## config.mk

```make
export PLATFORM = sky130hd
export DESIGN_NAME = pltrunc_front
export DESIGN_NICKNAME = d
export VERILOG_FILES = /design/src/hdl/pltrunc_pkg.sv /design/src/hdl/pltrunc_front.sv
export SDC_FILE = /design/constraint.sdc
export NUM_CORES = 1
export LEC_CHECK = 0
export ABC_AREA = 0
export BUFFER_PORTS_ARGS = -buffer_cell sky130_fd_sc_hd__clkbuf_2
export CAP_MARGIN = 20
export CORE_MARGIN = 5
export CORE_UTILIZATION = 45
export CTS_CLUSTER_DIAMETER = 40
export CTS_CLUSTER_SIZE = 40
export DETAILED_ROUTE_END_ITERATION = 8
export PLACE_DENSITY = 0.72
export SYNTH_ARGS = -nofsm -noshare
export SYNTH_HDL_FRONTEND = slang
export SYNTH_SLANG_ARGS = --single-unit
export TNS_END_PERCENT = 10
```

## constraint.sdc

```tcl
create_clock -name aclk -period 15.4 [get_ports aclk]
set_clock_uncertainty 0.15 [all_clocks]
set_input_delay 0 -clock aclk [delete_from_list [all_inputs] [get_ports aclk]]
set_output_delay 0 -clock aclk [all_outputs]
set_load 0.02 [all_outputs]
```

## src/hdl/pltrunc_pkg.sv

```systemverilog
// Package for the polyline truncation block: types and constants.
// Used by every module under hdl; depends on nothing.
package pltrunc_pkg;

    localparam int COORD_W = 32;
    localparam int QUAT_W = 16;
    localparam int LIMIT_W = 31;
    localparam int TRAV_W = 40;
    localparam int SQ_W = 2 * COORD_W + 2;
    localparam int SEG_W = COORD_W + 1;
    localparam int PROD_W = 2 * SEG_W;
    localparam logic [LIMIT_W-1:0] LIMIT_RESET = 31'd655360;
    localparam logic [TRAV_W-1:0] REMAIN_MIN = 40'd65;

    typedef enum logic [1:0] {
        PH_FIRST = 2'd0,
        PH_KEEP = 2'd1,
        PH_DROP = 2'd2,
        PH_PASS = 2'd3
    } phase_t;

    // Sequencing of the back part.
    typedef enum logic [3:0] {
        S_IDLE, S_MUL, S_SQ, S_ADD, S_SQRT, S_DEC, S_DIV, S_E0, S_E1
    } bstate_t;

    // Result beats that one waypoint leaves for emission.
    typedef enum logic [1:0] {
        M_ONE = 2'd0,
        M_TWO = 2'd1,
        M_INT = 2'd2,
        M_NONE = 2'd3
    } mode_t;

    // One waypoint as it travels through the block.
    typedef struct packed {
        logic signed [COORD_W-1:0] x;
        logic signed [COORD_W-1:0] y;
        logic signed [COORD_W-1:0] z;
        logic [4*QUAT_W-1:0] q;
        logic fin;
    } point_t;

    // One emitted waypoint.
    typedef struct packed {
        logic signed [COORD_W-1:0] x;
        logic signed [COORD_W-1:0] y;
        logic signed [COORD_W-1:0] z;
        logic [4*QUAT_W-1:0] q;
        logic interp;
        logic pend;
        logic rend;
    } result_t;

endpackage

```

## src/hdl/pltrunc_front.sv

```systemverilog
// Front part: accepts waypoints and places them, with the limit, in a two-entry queue.
// Depends on pltrunc_pkg.
module pltrunc_front (
    input  logic                        aclk,
    input  logic                        aresetn,
    input  logic                        in_valid,
    output logic                        in_ready,
    input  pltrunc_pkg::point_t         in_pt,
    input  logic [pltrunc_pkg::LIMIT_W-1:0] limit,
    output logic                        q_valid,
    input  logic                        q_pop,
    output pltrunc_pkg::point_t         q_pt,
    output logic [pltrunc_pkg::LIMIT_W-1:0] q_limit
);
    import pltrunc_pkg::*;

    point_t pt_reg [2];
    logic [LIMIT_W-1:0] lim_reg [2];
    logic wp_reg, rp_reg;
    logic [1:0] cnt_reg;
    logic push;

    assign in_ready = (cnt_reg != 2'd2);
    assign push = in_valid && in_ready;
    assign q_valid = (cnt_reg != 2'd0);
    assign q_pt = pt_reg[rp_reg];
    assign q_limit = lim_reg[rp_reg];

    // Queue storage and pointers.
    always_ff @(posedge aclk) begin
        if (push) begin
            pt_reg[wp_reg] <= in_pt;
            lim_reg[wp_reg] <= limit;
        end
        if (!aresetn) begin
            wp_reg <= 1'b0;
            rp_reg <= 1'b0;
            cnt_reg <= 2'd0;
        end else begin
            if (push) wp_reg <= !wp_reg;
            if (q_pop) rp_reg <= !rp_reg;
            cnt_reg <= cnt_reg + {1'b0, push} - {1'b0, q_pop};
        end
    end
endmodule

```

==> results of run 1 <==
[stage by stage]
step | setup WS [ps] | utilization | cell area [sq um] | power, mW | hold slack [ps]
after floorplan | 10200 | - | 14200 | 1.56 | -51.1
after global placement | 12480 | 0.526 | 16500 | 1.67 | 38.7
after detailed placement | 12500 | 0.526 | 16500 | 1.68 | 42.5
after CTS | 12230 | 0.640 | 20000 | 2.81 | 14.5
after global routing | 12160 | 0.640 | 20000 | 2.90 | 35.8
final | 12300 | 0.640 | 20000 | 2.79 | 47.8
[area by class of cell]
class	instances	area, sq um
multi-input cells	213	2330
repair buffers	592	3960
fillers	2054	11300
well taps	402	503
clock buffers	50	1230
inverters	2	12.5
clock inverters	34	362
diodes	1	2.50
flip-flops and latches	389	11600
[where the power goes]
part | switching, mW | internal, mW
combinational | 0.237 | 0.165
clock | 0.445 | 0.648
sequential | 0.0261 | 1.27
total | 0.708 | 2.08
[synthesized netlist by cell type]
| master | count |
|---|---|
| ha_1 | 1 |
| a211o_1 | 1 |
| nand3_1 | 1 |
| edfxtp_1 | 384 |
| nand3b_1 | 2 |
| and2_1 | 3 |
| and3_2 | 1 |
| or2_2 | 1 |
| a21boi_2 | 1 |
| xnor2_1 | 1 |
| nand2b_1 | 1 |
| mux2_2 | 192 |
| buf_6 | 20 |
| a21bo_2 | 1 |
| a21boi_0 | 1 |
| inv_1 | 2 |
| buf_2 | 1 |
| dfxtp_1 | 5 |
| xor2_1 | 1 |
| a211oi_1 | 1 |
| nand2_1 | 2 |
| nor4b_1 | 1 |
| mux2i_1 | 1 |
[path summary, 6_finish.rpt]
kind                                            endpoint  cells after the start
worst max-delay path                           q_pt[107]                      3
worst min-delay path            lim_reg[0][28]$_DFFE_PP_                      2
worst max register to register  pt_reg[1][134]$_DFFE_PP_                      3
worst min register to register                  register                      2
[per-layer routing]
metal  wire [um]  track usage
met4         877       0.0556
met2       16800        0.318
met1       11800        0.198
met3        2290       0.0501
met5           0            0
[cell families after synthesis]
family | count (synthesis) | synth area share
flip-flops | 389 | 0.820
multiplexers | 193 | 0.153
buffers and inverters | 23 | 0.0168
AND/OR/NAND/NOR | 12 | 0.00529
AO/OA/AOI/OAI | 5 | 0.00317
XOR/XNOR | 2 | 0.00123
adder cells (fa/ha/maj) | 1 | 0.000882
[repair_timing]
item | 4_1_cts | 5_1_grt
resized for setup | 0 | 0
buffers inserted | 0 | 0
hold buffers | 197 | 0
hold endpoints to repair | 389 | 0
[critical path: stages, from the launching register on]
cell and delay (ps):
dfxtp_4 840, buf_4 900, mux2_2 420, clkbuf_2 170
==> out/metrics.cfg, run 1 <==
[placement]
gp_congestion=0.742
dp_hpwl_mm=18.5
port_buffers=389
placedCellCount=1401

[layout]
area_growth_pct=41.2
layout.cells.non_filler=1683
final_cell_mix=389 x clkbuf_2, 384 x edfxtp_1, 197 x dlygate4sd3_1
drive_gt1_frac=0.527
finish.net_count=1442
largest_reg_flops=322
layout_commonest_cell=clkbuf_2

[floorplan]
die_area_sq_um=35200
ios=390
fp.dieW_um=188
die_h_um=188
core_region_area_sq_um=31300
initial_utilization=0.453
rows=65

[synth]
ys_seq_area_frac=0.820
ys_types=23
synth.area.top_cells=edfxtp_1 81%, mux2_2 15%, buf_6 1.6%
synth.top_cell.area_share=0.813
yosysTopAreaCell=edfxtp_1
synth_seq_cells=389
yosysWarnings=0
postSynthAreaPerCell_sq_um=22.7
synth_nets=822
synthCells=625
synth.cell_area_sq_um=14200

[setup_path]
r2r_start=cnt_reg[0]$_SDFF_PN0_
crit_path_max_fanout=76
setup.worst_path.end_class=primary output
ff2ff_setup_slack_ps=12510
start_kind=register
cp.arrival_ps=2950
worst_ep_required_time_ps=15250
crit_type=register to primary output

[hold_path]
min_path_type=input pin to register
min-delay-start=limit[28]

[grt]
grt.overflow.total=0
grt_max_degree=78
grt_usage=0.174
grt_pass1_wl_mm=48.8
antenna_found_initial=1
grt_pass1_vias=8975

[cts]
clkLatencyLatePin_ps=520
clockBufferDepth=3
clk_pin_slew_ps=60
cts_sinks=389
root_buffer=clkbuf_16
cts_tree=done
cts.htree.levels=2
numCtsBuffers=47

[sta]
hold_violations=0
maxSlewViolCount=0
setup_tns_ps=0
tightestPinTransition_ps=1070
setup_violations=0
max-slew-margin-rel=0.288
fin_crit_ps=3100
finalCritPeriodShare=0.201
rsz0062_at_grt=no
max_freq_mhz=323

[drt]
wl_mm=31.8
dr.pass1.iters=6
drc=0
routed_via_density=4.82
vias=8107
wl_per_cell_um=18.9
ant_nets=0
drt-initial-drc-count=317

[power_and_ir_drop]
powerDensity_nw_per_um2=139
p_leak_nw=7.66
peakVddDrop_mv=0.0954

[run_status]
status=finished, final reports clean

[flow_run]
maxCapViolations=0

(Power assumes the default switching activity.)
==> inputs of run 2 (changes only) <==
Settings changed: PLACE_DENSITY 0.72 to 0.75.
Clock period 15.4 ns to 2.8 ns, I/O delays scaled along.
==> run 2 against run 1 <==
Sequential share of layout area is 0.76 points lower. Global-route usage is 1.3 points higher. Worst setup slack worse by 12000 ps. Wire length is 7.0% higher. Total power grew to 5.6 times the previous value. Core utilization is 0.87 points higher. Combinational power grew to 5.9 times the previous value. Highest routed layer unchanged. Flip-flop and latch count stayed put. Die area stayed put. Clock-buffer cell count is 2 higher. Hold slack worse by 1.5 ps. Sequential power grew to 5.5 times the previous value. Critical endpoint is now q_limit[12].
==> out/metrics.cfg, run 2 (same netlist as run 1, synthesis figures left out) <==
[cts]
holdBufCountCts=198
clkLatencyLatePin_ps=520
cts_resized=0
cts_tree=done
cts.htree.levels=2
clockBufferDepth=3
cts_sinks=389
postCtsSetupBuffers=0
clk_pin_slew_ps=70
numCtsBuffers=46
root_buffer=clkbuf_16

[sta]
hold_violations=0
finalCritPeriodShare=0.828
setup_violations=0
maxSlewViolCount=0
setup_tns_ps=0
rsz0062_at_grt=no
max_freq_mhz=431
tightestPinTransition_ps=521
max-slew-margin-rel=0.653
fin_crit_ps=2320

[drt]
vias=8280
drc=0
wl_mm=34.0
ant_nets=0
wl_per_cell_um=20.0
drt-initial-drc-count=344
routed_via_density=4.88
dr.pass1.iters=4

[power_and_ir_drop]
p_leak_nw=7.79
p_total_mw=15.5
powerDensity_nw_per_um2=764
peakVddDrop_mv=0.571

[layout]
layout.cells.non_filler=1698
diodes=0
area_growth_pct=43.1
drive_gt1_frac=0.530
largest_reg_flops=322
final_cell_mix=389 x clkbuf_2, 384 x edfxtp_1, 198 x dlygate4sd3_1
postLayoutCoreUtil=0.649
finish.net_count=1456
nFillCells=2032
layout_commonest_cell=clkbuf_2
post-route-cell-area_sq_um=20300

[floorplan]
core_region_area_sq_um=31300
fp.dieW_um=188
rows=65
die_area_sq_um=35200
initial_utilization=0.453
die_h_um=188
ios=390

[hold_path]
min_path_type=input pin to register

[setup_path]
path_cells=buf_12 > buf_4 > mux2_2 > clkbuf_2
crit_type=register to primary output
critPathBufInv=3
setup.worst_path.end_class=primary output
cp.arrival_ps=2170
worst_ep_required_time_ps=2650
crit_path_max_fanout=42
cpPeakStageDelay_ps=500
start_kind=register
path_delay_family=buffers and inverters
cp_slowest_cell=dfxtp_4

[grt]
grt_pass1_wl_mm=52.3
grt_usage=0.187
grt.overflow.total=0
grt_pass1_vias=9317
grt_max_degree=86
antenna_found_initial=0

[placement]
port_buffers=389
gp_congestion=0.756
placedCellCount=1415
dp_hpwl_mm=20.4
place_area_sq_um=16700

[run_status]
status=finished, final reports clean

[flow_run]
maxCapViolations=0

run 2: worst paths after layout:
| path | slack, ps | end | startpoint | cells after the start |
|---|---|---|---|---|
| max reg2reg | 570 | cnt_reg[1]$_SDFF_PN0_ | cnt_reg[0]$_SDFF_PN0_ | 8 |
| min reg2reg | 430 | register | rp_reg$_SDFFE_PN0P_ | 2 |
| max | 480 | q_limit[12] | register | 4 |
| min | 50 | pt_reg[0][4]$_DFFE_PP_ | in_pt[4] | 2 |
run 2: metrics by stage:
stage	hold WS, ps	setup WS [ps]
finish	46.3	481
floorplan	-51.1	-1250
detailed placement	42.6	915
global placement	39.0	948
global route	37.9	398
CTS	18.0	475
run 2: worst register-to-register path: stages (launching register included):
cell           delay, ps
dfxtp_2              350
nand2b_4             150
nand2_1               80
xnor2_1              170
ha_1                 250
nand3b_1             120
mux2i_1               70
a211o_1              220
dlygate4sd3_1        550
run 2: per-layer routing:
metal  track usage  wire [um]  vias up
met5             0          0        -
li1              -          -     3792
met2         0.354      18900      305
met1         0.210      12400     4123
met3        0.0404       1830       60
met4        0.0599        881        0
run 2: final cells by class:
class	count	area, sq um	area share
sequential	389	11600	0.573
clock inverter	33	367	0.0181
clock buffer	52	1240	0.0609
inverter	2	11.3	0.000555
multi-input combinational	213	2330	0.115
tap	402	503	0.0248
timing repair buffer	607	4220	0.208
run 2: power breakdown:
group	internal (mW)	total, mW	switching [mW]
registers	6.98	7.11	0.129
logic	0.990	2.37	1.38
clock network	3.64	6.05	2.41
==> inputs of run 3 (changes only) <==
Clock period 2.8 ns to 1.9 ns, I/O delays scaled along.
==> run 3 against run 2 <==
The run now ends with setup timing left. Sequential share of layout area shrank 5.2 points. Critical path depth grew 1. Global-route usage grew 1.4 points. Sequential power grew 48%. Combinational power grew 100%. Total power grew 55%. Register-to-register slack lost 320 ps. First-iteration DRC count grew 53%. Core utilization grew 6.5 points. Final cell count grew 2.9%. Flip-flop and latch count is the same.
==> out/metrics.cfg, run 3 (same netlist as run 1, synthesis figures left out) <==
[floorplan]
initial_utilization=0.453
core_region_area_sq_um=31300
rows=65
die_h_um=188
die_area_sq_um=35200
ios=390
fp.dieW_um=188

[drt]
ant_nets=0
wl_mm=41.1
wl_per_cell_um=23.5
dr.pass1.iters=5
drc=0
drt-initial-drc-count=527
vias=8819
routed_via_density=5.05

[setup_path]
crit_path_max_fanout=5
setup.worst_path.end_class=primary output
cp.arrival_ps=1820
start_kind=register
worst_ep_required_time_ps=1750
crit_type=register to primary output

[sta]
fin_crit_ps=1970
finalCritPeriodShare=1.04
hold_slack_ps=47.8
max_freq_mhz=507
max-slew-margin-rel=0.821
final.setup.worst_slack_ps=-71.2
maxSlewViolCount=0
hold_violations=0
setup_tns_ps=-4380
setup_violations=153
tightestPinTransition_ps=265
rsz0062_at_grt=yes

[cts]
clkLatencyLatePin_ps=530
cts_sinks=389
clk_pin_slew_ps=70
cts.htree.levels=2
root_buffer=clkbuf_16
clockBufferDepth=3
numCtsBuffers=45
cts_tree=done

[placement]
port_buffers=389
place_ws_ps=242
gp_congestion=0.753
place_area_sq_um=17000
dp_hpwl_mm=21.7

[grt]
grt_max_degree=36
antenna_found_initial=1
grt_pass1_wl_mm=55.5
grt.overflow.total=0
grt_pass1_vias=9639
grt_usage=0.201

[hold_path]
min_path_type=input pin to register

[layout]
area_growth_pct=57.4
postLayoutCoreUtil=0.713
finish.net_count=1507
nFillCells=1771
post-route-cell-area_sq_um=22300
largest_reg_flops=322
layout_commonest_cell=edfxtp_1
final_cell_mix=384 x edfxtp_1, 237 x clkbuf_2, 196 x dlygate4sd3_1
drive_gt1_frac=0.549

[power_and_ir_drop]
peakVddDrop_mv=1.27
powerDensity_nw_per_um2=1070
p_leak_nw=8.79

[run_status]
status=complete, but fails checks
violations=setup timing

[flow_run]
maxCapViolations=0

[run 3: repair_timing]
item / 4_1_cts / 5_1_grt
hold buffers: 196 / 0
gates resized for setup: 33 / 506
endpoints found under the hold margin: 389 / 0
setup endpoints to repair: 147 / 191
pin swaps: 0 / 0
buffers inserted: 11 / 1
gates cloned: 3 / 16
[run 3: path summary, 6_finish.rpt]
check,startpoint,endpoint,slack (ps),cells after the start
hold / removal,in_pt[145],pt_reg[1][145]$_DFFE_PP_,50,2
setup / recovery,register,q_pt[102],-70,5
hold reg to reg,rp_reg$_SDFFE_PN0P_,register,430,2
setup reg to reg,cnt_reg[0]$_SDFF_PN0_,pt_reg[1][150]$_DFFE_PP_,250,4
[run 3: per-stage QoR]
step / total power [mW] / instances
after global placement: 13.8 / 1438
after CTS: 23.0 / 1730
after detailed placement: 13.9 / 1438
after floorplan: 12.6 / 625
after global routing: 24.8 / 1748
final: 24.0 / 1748
[run 3: final cells by class]
| class | instances | area [sq um] | share of cell area |
|---|---|---|---|
| tap | 402 | 503 | 0.0225 |
| timing repair buffer | 659 | 5970 | 0.267 |
| sequential | 389 | 11600 | 0.521 |
| inverter | 2 | 11.3 | 0.000504 |
| multi-input combinational | 213 | 2710 | 0.121 |
| clock inverter | 33 | 329 | 0.0147 |
| antenna | 1 | 2.50 | 0.000112 |
| clock buffer | 49 | 1180 | 0.0530 |
[run 3: power by group]
group / leakage (nW) / internal (mW) / switching (mW)
Sequential: 3.63 / 10.3 / 0.212
Combinational: 4.44 / 2.44 / 2.36
Clock: 0.724 / 5.05 / 3.65
Total: 8.79 / 17.8 / 6.22
[run 3: metal layers]
metal,GRT usage,routed length (um),vias up
met5,0,0,-
met4,0.0711,1360,0
met3,0.0514,2510,94
met2,0.376,22700,377
met1,0.220,14600,4457
li1,-,-,3891
[run 3: critical path, cell delays in order, from the launching register on]
cell and delay [ps]:
dfxtp_4 370, buf_12 130, clkbuf_16 180, buf_8 140
mux2_2 350, buf_6 130
